<file path="src/ssr_pkg.sv">
`timescale 1ns / 1ps
// ---------------------------------------------------------------------------
// ssr_pkg: shared types and constants for the substring replacer
// Payload structs, emitter request codes and register indexes.
// ---------------------------------------------------------------------------
package ssr_pkg;

    localparam int BYTE_W            = 8;
    localparam int WORD_W            = 64;
    localparam int DEPTH_W           = 4;
    localparam int LIMIT_W           = 16;
    localparam int CFG_IDX_W         = 3;
    localparam int REPLACE_MAX       = 8;
    localparam int PATTERN_BYTES_DEF = 8;
    localparam int COUNT_BITS_DEF    = 16;
    localparam logic [LIMIT_W-1:0] LIMIT_RESET = 16'hFFFF;

    // configuration register indexes
    localparam logic [CFG_IDX_W-1:0] REG_PATTERN  = 3'd0;
    localparam logic [CFG_IDX_W-1:0] REG_SLEN     = 3'd1;
    localparam logic [CFG_IDX_W-1:0] REG_REPLACE  = 3'd2;
    localparam logic [CFG_IDX_W-1:0] REG_RLEN     = 3'd3;
    localparam logic [CFG_IDX_W-1:0] REG_LIMIT    = 3'd4;

    // emitter request codes
    localparam logic [1:0] OP_NONE  = 2'd0;
    localparam logic [1:0] OP_BYTE  = 2'd1;
    localparam logic [1:0] OP_CLOSE = 2'd2;

    typedef struct packed {
        logic [BYTE_W-1:0] in_byte;
        logic              in_last;
    } in_item_t;

    typedef struct packed {
        logic [BYTE_W-1:0] out_byte;
        logic              has_byte;
        logic              run_last;
        logic              string_end;
    } out_item_t;

    typedef struct packed {
        logic [1:0]        op;
        logic [BYTE_W-1:0] data;
        logic              last;
    } emit_req_t;

    // byte sel of a packed 8-byte word, byte 0 in the low bits
    function automatic logic [BYTE_W-1:0] pick_byte(input logic [WORD_W-1:0] word,
                                                    input logic [2:0] sel);
        pick_byte = word[{sel, 3'b000} +: BYTE_W];
    endfunction

endpackage

</file>
<file path="src/ssr_emit.sv">
`timescale 1ns / 1ps
// ---------------------------------------------------------------------------
// ssr_emit: byte limiter and output stage
// Holds one byte back so the last result of an item can be marked, counts
// bytes against the limit and drives the output register.
// ---------------------------------------------------------------------------
module ssr_emit
    import ssr_pkg::*;
#(
    parameter int COUNT_BITS = COUNT_BITS_DEF
)
(
    input  logic               clk,
    input  logic               rst_n,
    input  emit_req_t          req,
    output logic               ready,
    input  logic [LIMIT_W-1:0] limit,
    output logic               out_valid,
    input  logic               out_stall,
    output out_item_t          out_data
);

    localparam int CMP_W = (COUNT_BITS > LIMIT_W) ? COUNT_BITS : LIMIT_W;

    logic                    pend_valid_reg, pend_valid_next;
    logic [BYTE_W-1:0]       pend_byte_reg, pend_byte_next;
    logic [COUNT_BITS-1:0]   count_reg, count_next;
    logic                    out_valid_reg;
    out_item_t               out_data_reg, out_data_next;
    logic                    out_free;
    logic                    below;
    logic                    load;

    assign out_free = !out_valid_reg || !out_stall;
    assign below    = (CMP_W'(count_reg) < CMP_W'(limit)) && (count_reg != '1);
    assign ready    = (req.op == OP_CLOSE) ? out_free : (!pend_valid_reg || out_free);

    // request decode
    always_comb
    begin
        pend_valid_next = pend_valid_reg;
        pend_byte_next  = pend_byte_reg;
        count_next      = count_reg;
        load            = 1'b0;
        out_data_next   = '0;
        unique case (req.op)
            OP_BYTE:
            begin
                if (ready && below)
                begin
                    count_next      = count_reg + COUNT_BITS'(1);
                    pend_valid_next = 1'b1;
                    pend_byte_next  = req.data;
                    if (pend_valid_reg)
                    begin
                        load                   = 1'b1;
                        out_data_next.out_byte = pend_byte_reg;
                        out_data_next.has_byte = 1'b1;
                    end
                end
            end
            OP_CLOSE:
            begin
                if (out_free)
                begin
                    if (pend_valid_reg)
                    begin
                        load                     = 1'b1;
                        out_data_next.out_byte   = pend_byte_reg;
                        out_data_next.has_byte   = 1'b1;
                        out_data_next.run_last   = 1'b1;
                        out_data_next.string_end = req.last;
                    end
                    else if (req.last)
                    begin
                        // bare end marker
                        load                     = 1'b1;
                        out_data_next.run_last   = 1'b1;
                        out_data_next.string_end = 1'b1;
                    end
                    pend_valid_next = 1'b0;
                    if (req.last)
                    begin
                        count_next = '0;
                    end
                end
            end
            default:
            begin
            end
        endcase
    end

    // control registers
    always_ff @(posedge clk or negedge rst_n)
    begin
        if (!rst_n)
        begin
            pend_valid_reg <= 1'b0;
            count_reg      <= '0;
            out_valid_reg  <= 1'b0;
        end
        else
        begin
            pend_valid_reg <= pend_valid_next;
            count_reg      <= count_next;
            if (load)
            begin
                out_valid_reg <= 1'b1;
            end
            else if (!out_stall)
            begin
                out_valid_reg <= 1'b0;
            end
        end
    end

    // payload registers
    always_ff @(posedge clk)
    begin
        pend_byte_reg <= pend_byte_next;
        if (load)
        begin
            out_data_reg <= out_data_next;
        end
    end

    assign out_valid = out_valid_reg;
    assign out_data  = out_data_reg;

endmodule

</file>
<file path="src/ssr_scan.sv">
`timescale 1ns / 1ps
// ---------------------------------------------------------------------------
// ssr_scan: match sequencer with fallback table
// One byte comparator serves both the fallback table build and the per-byte
// match walk; the sequencer issues one output byte per cycle when emit_ready.
// ---------------------------------------------------------------------------
module ssr_scan
    import ssr_pkg::*;
#(
    parameter int PATTERN_BYTES = PATTERN_BYTES_DEF
)
(
    input  logic               clk,
    input  logic               rst_n,
    input  logic               build_start,
    input  logic [WORD_W-1:0]  pattern,
    input  logic [DEPTH_W-1:0] search_len,
    input  logic [WORD_W-1:0]  replace,
    input  logic [DEPTH_W-1:0] replace_len,
    input  logic               in_valid,
    output logic               in_stall,
    input  in_item_t           in_data,
    output emit_req_t          emit_req,
    input  logic               emit_ready
);

    localparam int IDX_W = (PATTERN_BYTES > 1) ? $clog2(PATTERN_BYTES) : 1;

    localparam logic [2:0] S_IDLE    = 3'd0;
    localparam logic [2:0] S_BUILD   = 3'd1;
    localparam logic [2:0] S_MATCH   = 3'd2;
    localparam logic [2:0] S_FB_EMIT = 3'd3;
    localparam logic [2:0] S_REPL    = 3'd4;
    localparam logic [2:0] S_TAIL    = 3'd5;
    localparam logic [2:0] S_CLOSE   = 3'd6;

    logic [2:0]         state_reg, state_next;
    logic [DEPTH_W-1:0] depth_reg, depth_next;
    logic [DEPTH_W-1:0] k_reg, k_next;
    logic [DEPTH_W-1:0] idx_reg, idx_next;
    logic [DEPTH_W-1:0] cnt_reg, cnt_next;
    logic [DEPTH_W-1:0] stop_reg, stop_next;
    logic [BYTE_W-1:0]  byte_reg, byte_next;
    logic               last_reg, last_next;

    logic [DEPTH_W-1:0] fb_reg [PATTERN_BYTES];
    logic               fb_we;
    logic [DEPTH_W-1:0] fb_wdata;

    logic [DEPTH_W-1:0] n_eff;
    logic [DEPTH_W-1:0] r_eff;
    logic               building;
    logic [DEPTH_W-1:0] cmp_sel;
    logic [BYTE_W-1:0]  cmp_a;
    logic [BYTE_W-1:0]  cmp_b;
    logic               eq;
    logic [DEPTH_W-1:0] rd_base;
    logic [DEPTH_W-1:0] rd_dec;
    logic [DEPTH_W-1:0] tbl_rd;
    logic [DEPTH_W-1:0] cnt_inc;
    logic [DEPTH_W-1:0] depth_inc;
    logic [DEPTH_W-1:0] k_step;

    // effective lengths
    assign n_eff = (search_len > DEPTH_W'(PATTERN_BYTES)) ? DEPTH_W'(PATTERN_BYTES)
                                                          : search_len;
    assign r_eff = (replace_len > DEPTH_W'(REPLACE_MAX)) ? DEPTH_W'(REPLACE_MAX)
                                                         : replace_len;

    // shared byte comparator
    assign building = (state_reg == S_BUILD);
    assign cmp_sel  = building ? idx_reg : depth_reg;
    assign cmp_a    = pick_byte(pattern, cmp_sel[2:0]);
    assign cmp_b    = building ? pick_byte(pattern, k_reg[2:0]) : byte_reg;
    assign eq       = (cmp_a == cmp_b);

    // single table read port; border of a one-byte prefix is zero
    assign rd_base = building ? k_reg : depth_reg;
    assign rd_dec  = rd_base - DEPTH_W'(1);
    assign tbl_rd  = (rd_base == DEPTH_W'(1)) ? '0 : fb_reg[rd_dec[IDX_W-1:0]];

    assign cnt_inc   = cnt_reg + DEPTH_W'(1);
    assign depth_inc = depth_reg + DEPTH_W'(1);
    assign k_step    = eq ? (k_reg + DEPTH_W'(1)) : k_reg;

    assign in_stall = (state_reg != S_IDLE) || build_start;

    // sequencer
    always_comb
    begin
        state_next    = state_reg;
        depth_next    = depth_reg;
        k_next        = k_reg;
        idx_next      = idx_reg;
        cnt_next      = cnt_reg;
        stop_next     = stop_reg;
        byte_next     = byte_reg;
        last_next     = last_reg;
        fb_we         = 1'b0;
        fb_wdata      = k_step;
        emit_req.op   = OP_NONE;
        emit_req.data = '0;
        emit_req.last = last_reg;

        unique case (state_reg)
            S_IDLE:
            begin
                if (in_valid && !build_start)
                begin
                    byte_next  = in_data.in_byte;
                    last_next  = in_data.in_last;
                    state_next = S_MATCH;
                end
            end
            S_BUILD:
            begin
                if (idx_reg >= n_eff)
                begin
                    state_next = S_IDLE;
                end
                else if (k_reg != '0 && !eq)
                begin
                    k_next = tbl_rd;
                end
                else
                begin
                    fb_we    = 1'b1;
                    k_next   = k_step;
                    idx_next = idx_reg + DEPTH_W'(1);
                end
            end
            S_MATCH:
            begin
                if (n_eff == '0)
                begin
                    // pass through
                    emit_req.op   = OP_BYTE;
                    emit_req.data = byte_reg;
                    if (emit_ready)
                    begin
                        cnt_next   = '0;
                        state_next = S_TAIL;
                    end
                end
                else if (depth_reg != '0 && !eq)
                begin
                    // fall back: release the prefix that no longer fits
                    depth_next = tbl_rd;
                    stop_next  = depth_reg - tbl_rd;
                    cnt_next   = '0;
                    state_next = S_FB_EMIT;
                end
                else if (eq)
                begin
                    cnt_next = '0;
                    if (depth_inc >= n_eff)
                    begin
                        depth_next = '0;
                        state_next = S_REPL;
                    end
                    else
                    begin
                        depth_next = depth_inc;
                        state_next = S_TAIL;
                    end
                end
                else
                begin
                    emit_req.op   = OP_BYTE;
                    emit_req.data = byte_reg;
                    if (emit_ready)
                    begin
                        cnt_next   = '0;
                        state_next = S_TAIL;
                    end
                end
            end
            S_FB_EMIT:
            begin
                emit_req.op   = OP_BYTE;
                emit_req.data = pick_byte(pattern, cnt_reg[2:0]);
                if (emit_ready)
                begin
                    cnt_next = cnt_inc;
                    if (cnt_inc == stop_reg)
                    begin
                        state_next = S_MATCH;
                    end
                end
            end
            S_REPL:
            begin
                if (cnt_reg >= r_eff)
                begin
                    cnt_next   = '0;
                    state_next = S_TAIL;
                end
                else
                begin
                    emit_req.op   = OP_BYTE;
                    emit_req.data = pick_byte(replace, cnt_reg[2:0]);
                    if (emit_ready)
                    begin
                        cnt_next = cnt_inc;
                    end
                end
            end
            S_TAIL:
            begin
                // end of string flushes the held prefix
                if (last_reg && cnt_reg < depth_reg)
                begin
                    emit_req.op   = OP_BYTE;
                    emit_req.data = pick_byte(pattern, cnt_reg[2:0]);
                    if (emit_ready)
                    begin
                        cnt_next = cnt_inc;
                    end
                end
                else
                begin
                    state_next = S_CLOSE;
                end
            end
            S_CLOSE:
            begin
                emit_req.op = OP_CLOSE;
                if (emit_ready)
                begin
                    if (last_reg)
                    begin
                        depth_next = '0;
                    end
                    state_next = S_IDLE;
                end
            end
            default:
            begin
                state_next = S_IDLE;
            end
        endcase

        // pattern or length rewrite restarts the table build and drops held bytes
        if (build_start)
        begin
            state_next = S_BUILD;
            idx_next   = DEPTH_W'(1);
            k_next     = '0;
            depth_next = '0;
            fb_we      = 1'b0;
        end
    end

    // control registers
    always_ff @(posedge clk or negedge rst_n)
    begin
        if (!rst_n)
        begin
            state_reg <= S_IDLE;
            depth_reg <= '0;
            k_reg     <= '0;
            idx_reg   <= '0;
            cnt_reg   <= '0;
            stop_reg  <= '0;
        end
        else
        begin
            state_reg <= state_next;
            depth_reg <= depth_next;
            k_reg     <= k_next;
            idx_reg   <= idx_next;
            cnt_reg   <= cnt_next;
            stop_reg  <= stop_next;
        end
    end

    // payload and table
    always_ff @(posedge clk)
    begin
        byte_reg <= byte_next;
        last_reg <= last_next;
        if (fb_we)
        begin
            fb_reg[idx_reg[IDX_W-1:0]] <= fb_wdata;
        end
    end

endmodule

</file>
<file path="src/substring_replacer.sv">
`timescale 1ns / 1ps
// ---------------------------------------------------------------------------
// substring_replacer: streaming search and replace over a byte string
// Replaces each leftmost non-overlapping pattern hit and caps output length.
// ---------------------------------------------------------------------------
// Usage:
//   Input channel (in_valid/in_stall/in_data) takes one source byte per
//   transfer, in_last set on the final byte of a string. Output channel
//   (out_valid/out_stall/out_data) returns zero or more result bytes per
//   input; run_last marks the last result of an input, string_end the last
//   of a string. A final input that yields no byte returns one bare marker.
//   Configuration (cfg_valid/cfg_ready/cfg_index/cfg_data) is always ready;
//   write it while no string is in flight.
// Sequencing:
//   An input that emits at most its own byte passes the idle, match, tail
//   and close states. Each byte replayed from the pattern or replacement
//   word (fallback, replacement, end-of-string flush) takes its own
//   sequencer step, and each fallback step and each replacement adds its
//   own step as well; the match sequencer and its single byte comparator
//   set this. Writing the search pattern or length rebuilds the fallback table, in_stall high.
//   A stalled result holds in the output register; the sequencer waits.
// Reset: registers return to defaults (limit 65535, empty search); no
//   clearing pass is needed.
// ---------------------------------------------------------------------------
module substring_replacer
    import ssr_pkg::*;
#(
    parameter int PATTERN_BYTES = PATTERN_BYTES_DEF,
    parameter int COUNT_BITS    = COUNT_BITS_DEF
)
(
    input  logic                 clk,
    input  logic                 rst_n,
    input  logic                 in_valid,
    output logic                 in_stall,
    input  in_item_t             in_data,
    output logic                 out_valid,
    input  logic                 out_stall,
    output out_item_t            out_data,
    input  logic                 cfg_valid,
    output logic                 cfg_ready,
    input  logic [CFG_IDX_W-1:0] cfg_index,
    input  logic [WORD_W-1:0]    cfg_data
);

    logic [WORD_W-1:0]  pattern_reg;
    logic [DEPTH_W-1:0] slen_reg;
    logic [WORD_W-1:0]  replace_reg;
    logic [DEPTH_W-1:0] rlen_reg;
    logic [LIMIT_W-1:0] limit_reg;
    logic               cfg_write;
    logic               build_start;
    emit_req_t          emit_req;
    logic               emit_ready;

    assign cfg_ready   = 1'b1;
    assign cfg_write   = cfg_valid && cfg_ready;
    assign build_start = cfg_write && (cfg_index == REG_PATTERN || cfg_index == REG_SLEN);

    // configuration registers
    always_ff @(posedge clk or negedge rst_n)
    begin
        if (!rst_n)
        begin
            pattern_reg <= '0;
            slen_reg    <= '0;
            replace_reg <= '0;
            rlen_reg    <= '0;
            limit_reg   <= LIMIT_RESET;
        end
        else if (cfg_write)
        begin
            unique case (cfg_index)
                REG_PATTERN: pattern_reg <= cfg_data;
                REG_SLEN:    slen_reg    <= cfg_data[DEPTH_W-1:0];
                REG_REPLACE: replace_reg <= cfg_data;
                REG_RLEN:    rlen_reg    <= cfg_data[DEPTH_W-1:0];
                REG_LIMIT:   limit_reg   <= cfg_data[LIMIT_W-1:0];
                default:
                begin
                end
            endcase
        end
    end

    ssr_scan #(
        .PATTERN_BYTES (PATTERN_BYTES)
    ) u_scan (
        .clk         (clk),
        .rst_n       (rst_n),
        .build_start (build_start),
        .pattern     (pattern_reg),
        .search_len  (slen_reg),
        .replace     (replace_reg),
        .replace_len (rlen_reg),
        .in_valid    (in_valid),
        .in_stall    (in_stall),
        .in_data     (in_data),
        .emit_req    (emit_req),
        .emit_ready  (emit_ready)
    );

    ssr_emit #(
        .COUNT_BITS (COUNT_BITS)
    ) u_emit (
        .clk       (clk),
        .rst_n     (rst_n),
        .req       (emit_req),
        .ready     (emit_ready),
        .limit     (limit_reg),
        .out_valid (out_valid),
        .out_stall (out_stall),
        .out_data  (out_data)
    );

    // closing a string always produces a string_end transfer next cycle
    a_close_ends: assert property (@(posedge clk) disable iff (!rst_n)
        (emit_req.op == OP_CLOSE && emit_req.last && emit_ready)
            |=> (out_valid && out_data.string_end))
        else $error("string close did not produce string_end");

    // a bare marker only ever ends a string
    a_bare_marker: assert property (@(posedge clk) disable iff (!rst_n)
        (out_valid && !out_data.has_byte)
            |-> (out_data.run_last && out_data.string_end && out_data.out_byte == '0))
        else $error("bare marker without end flags");

    // end of string is always the last result of its input
    a_end_is_last: assert property (@(posedge clk) disable iff (!rst_n)
        (out_valid && out_data.string_end) |-> out_data.run_last)
        else $error("string_end without run_last");

    // search rewrite blocks input while the table rebuilds
    a_build_stalls: assert property (@(posedge clk) disable iff (!rst_n)
        build_start |=> in_stall)
        else $error("input accepted during table build");

endmodule
</file>
<file path="config.mk">
export PLATFORM = sky130hd
export DESIGN_NAME = substring_replacer
export DESIGN_NICKNAME = d
export VERILOG_FILES = /design/src/ssr_pkg.sv /design/src/ssr_emit.sv /design/src/ssr_scan.sv /design/src/substring_replacer.sv
export SDC_FILE = /design/constraint.sdc
export NUM_CORES = 1
export LEC_CHECK = 0
export BUFFER_PORTS_ARGS = -buffer_cell sky130_fd_sc_hd__buf_4
export CORE_ASPECT_RATIO = 0.6
export CORE_MARGIN = 2
export CORE_UTILIZATION = 45
export CTS_CLUSTER_SIZE = 8
export DETAILED_ROUTE_END_ITERATION = 10
export SYNTH_ARGS = -nofsm -noshare
export SYNTH_HDL_FRONTEND = slang
export SYNTH_SLANG_ARGS = --single-unit
</file>
<file path="constraint.sdc">
create_clock -name clk -period 15.8 [get_ports clk]
set_input_delay 1.58 -clock clk [delete_from_list [all_inputs] [get_ports clk]]
set_output_delay 1.58 -clock clk [all_outputs]
set_load 0.03 [all_outputs]
</file>
==> impl_metrics.py <==
metrics = {
    "layout": {
        "final_util": 0.528,
        "syn2layout_area_growth_pct": 14.7,
        "ff_latch_area_um2": 6650,
        "fin_area_um2": 16600,
        "finalNetCount": 1422,
        "multi_input_area_um2": 7320,
        "antenna_cells": 0,
        "nFillCells": 2724,
        "drive_gt1_frac": 0.292,
    },
    "route": {
        "first_pass_iters": 6,
        "routedWlPerCell_um": 23.7,
        "drt_iter0_drc": 952,
        "via_per_inst": 6.13,
        "route.detailed.drc": 0,
        "drt-total-wl_mm": 41.0,
        "vias": 10616,
        "drtAntennaViolNets": 0,
    },
    "logic_synthesis": {
        "synthTopCellsByCount": "177 x dfrtp_1, 144 x mux2_2, 84 x nand2_1, 64 x mux2i_1, 61 x a21oi_1",
        "synth_top_area_share": 0.307,
        "syn-mean-instance-area_um2": 11.8,
        "synth_nets": 1349,
        "syn_area_um2": 14500,
        "synth_seq_cells": 253,
        "synth-main-ff-cell": "dfrtp_1",
        "synth_sequential_area_ratio": 0.460,
        "synth_most_common_cell": "dfrtp_1",
        "yosys.area.top_type": "dfrtp_1",
        "ys_top_cells_by_area": "dfrtp_1 31%, edfxtp_1 12%, mux2_2 11%",
        "synth-edff-count": 60,
        "ys_types": 75,
        "ys_warn_count": 0,
        "async_reset_ff_frac": 0.763,
        "syn_inst": 1221,
    },
    "job": {
        "max_cap_viol_count": 0,
    },
    "place": {
        "dpl_cell_area_um2": 15500,
        "gp_congestion": 0.938,
        "pre_cts_ws_ns": 9.44,
        "portBuffers": 93,
        "dp_hpwl_mm": 29.2,
    },
    "sta": {
        "rsz0062_at_grt": "no",
        "holdWs_ns": 0.500,
        "finalHoldViolations": 0,
        "setup_violations": 0,
        "finClkSkew_ns": 0.0346,
        "fin_crit_sh": 0.416,
        "slew_viol_final": 0,
        "worst_slew_pin_slew_ns": 1.30,
        "slew_headroom": 0.129,
        "fin_crit_ns": 6.58,
        "clock.fmax_ghz": 0.152,
        "fin_setup_tns_ns": 0,
        "fin_ws_ns": 9.22,
    },
    "critical_path": {
        "r2r_end": "u_emit.out_data[0]",
        "cp_max_fo": 31,
        "slowest_delay_ns": 0.92,
        "cp_cell_sequence": "nor3b_4 -> mux2i_1 -> a2111oi_0 -> nor4_1 -> and3b_1 -> a2111oi_2 -> nand4_1 -> buf_4 -> a21oi_1 -> and3_1 -> ha_1 -> o211a_1 -> nor2_1 -> nand2_1 -> a31oi_1 -> o211ai_1 -> o22ai_1",
        "critical_path_buf_inv_count": 1,
        "cp-start-kind": "flip-flop",
        "r2r-start": "u_scan.state_reg[0]",
        "rrSetupSlack_ns": 9.22,
        "setup.worst_path.class": "flip-flop to flip-flop",
        "crit_required_ns": 15.92,
        "slowest_stage": "o22ai_1",
        "r2r_cells": 17,
        "cp_data_arrival_time_ns": 6.70,
        "critPathTopFamily": "compound AO/OA/AOI/OAI gates",
        "end_kind": "flip-flop",
    },
    "power": {
        "p_switching_mw": 1.10,
        "pwr_density_cell_nw_per_um2": 176,
        "clock_power_share": 0.255,
        "seq_power_share": 0.342,
        "combPwrFrac": 0.403,
        "cellLeakagePower_nw": 6.73,
        "peakVddDrop_mv": 0.0769,
        "intPower_mw": 1.81,
        "switching_share": 0.379,
    },
    "clock_network": {
        "cts_buffers": 37,
        "cts_sinks": 253,
        "cts_tree": "yes",
        "ctsHoldBuffers": 0,
        "max-clock-path-buffers": 3,
        "cts_resized": 0,
        "cts_root_buf": "clkbuf_16",
        "htree_levels": 2,
        "cts_setup_buffers": 0,
        "clk_pin_slew_ns": 0.05,
        "clkLatencyLatePin_ns": 0.54,
    },
    "global_route": {
        "first_global_vias": 10459,
        "grt_max_degree": 114,
        "grt-ovfl-total": 0,
        "grt_pass1_wl_mm": 64.4,
        "grt_usage": 0.252,
        "antenna_found_initial": 1,
    },
    "floorplanning": {
        "die_y_um": 143,
        "dieArea_um2": 33600,
        "fp.dieW_um": 235,
        "core_um2": 31400,
        "rows": 50,
        "start_util": 0.460,
        "io_pins": 95,
    },
    "run_status": {
        "status": "finished, final reports clean",
    },
    "hold_path": {
        "min_path_type": "flip-flop to flip-flop",
        "worstHoldEndpoint": "replace_reg[33]",
        "min-delay-start": "replace_reg[33]",
        "hold_depth": 1,
    },
}
-- stage by stage --
step,cells,power (mW)
global placement,1671,2.14
detailed placement,1671,2.15
CTS,1733,2.91
global route,1733,3.09
finish,1733,2.91
floorplan,1221,1.82
-- cell usage in the layout (no fill, tap or decap), types with 5 or more instances in the layout --
cell type / synthesis / layout
and2_1: 14 / 14
o21ai_0: 47 / 46
inv_1: 45 / 45
a2111oi_0: 7 / 7
xor2_1: 6 / 6
o22ai_1: 15 / 15
a211oi_1: 13 / 13
nand2b_1: 13 / 13
clkbuf_16: 0 / 38
a22o_1: 8 / 8
a21oi_1: 61 / 61
edfxtp_1: 60 / 60
nor3_1: 17 / 15
nand3_1: 42 / 42
and3_1: 13 / 13
mux2_2: 144 / 144
and4_1: 6 / 6
clkbuf_1: 46 / 21
xnor2_1: 13 / 13
nor2b_1: 17 / 17
mux4_2: 57 / 57
mux2i_1: 64 / 64
a21o_1: 14 / 14
a2111o_1: 5 / 5
o211ai_1: 8 / 8
nor4_1: 5 / 5
ha_1: 46 / 46
a22oi_1: 10 / 10
dfrtp_1: 177 / 176
nand2_1: 84 / 84
dfstp_2: 16 / 16
nor2_1: 41 / 40
a31oi_1: 6 / 6
buf_4: 2 / 109
nand4_1: 8 / 8
-- layer usage --
layer  routed length, µm  GRT usage  up-vias
met3                3740     0.0713       51
met2               15600      0.326      453
met4                 698     0.0560        0
li1                    -          -     4756
met1               20900      0.405     5356
met5                   0          0        -
-- worst max path at each step --
stage | end | slack, ns | from | cells after the start
floorplan | u_emit.count_reg[11] | 10.84 | u_scan.state_reg[2] | 19
global placement | u_emit.out_data[10] | 9.59 | u_scan.state_reg[2] | 17
detailed placement | u_emit.out_data[0] | 9.44 | u_scan.state_reg[2] | 17
CTS | u_emit.out_data[0] | 9.35 | u_scan.state_reg[0] | 17
global route | u_emit.out_data[0] | 8.73 | u_scan.state_reg[0] | 17
finish | u_emit.out_data[0] | 9.22 | u_scan.state_reg[0] | 17
-- cell type report --
type,count,share of cell area
clock inverter,3,0.00249
sequential,253,0.401
timing repair buffer,110,0.0502
tap,416,0.0314
inverter,47,0.0106
clock buffer,59,0.0621
multi-input combinational,845,0.442
-- worst register-to-register path, cell delays in order (launching register included) --
cell and delay [ns]:
dfrtp_1 0.68, nor3b_4 0.53, mux2i_1 0.71, a2111oi_0 0.25, nor4_1 0.41, and3b_1 0.26, a2111oi_2 0.06, nand4_1 0.10
buf_4 0.33, a21oi_1 0.16, and3_1 0.17, ha_1 0.32, o211a_1 0.46, nor2_1 0.17, nand2_1 0.08, a31oi_1 0.35
o211ai_1 0.22, o22ai_1 0.92
-- kinds of logic (layout without fill, tap and decap cells) --
kind of cell | Yosys count | after routing | share of synthesized area
simple gates | 281 | 281 | 0.0997
mux | 267 | 267 | 0.247
flops | 253 | 253 | 0.460
compound gates | 229 | 229 | 0.104
buf+inv | 123 | 219 | 0.0344
fa+ha+maj | 47 | 47 | 0.0412
xor+xnor | 20 | 20 | 0.0131
other cells | 1 | 1 | 0.000260
-- power groups by stage --
stage | sequential [mW] | combinational (mW) | clock, mW
6_report | 0.996 | 1.17 | 0.741
3_5_place_dp | 0.999 | 1.16 | 0
2_1_floorplan | 0.922 | 0.901 | 0
4_1_cts | 0.989 | 1.16 | 0.756
3_3_place_gp | 0.995 | 1.15 | 0
5_1_grt | 1.02 | 1.29 | 0.787
Note: power is estimated with default switching activity, not from simulation.
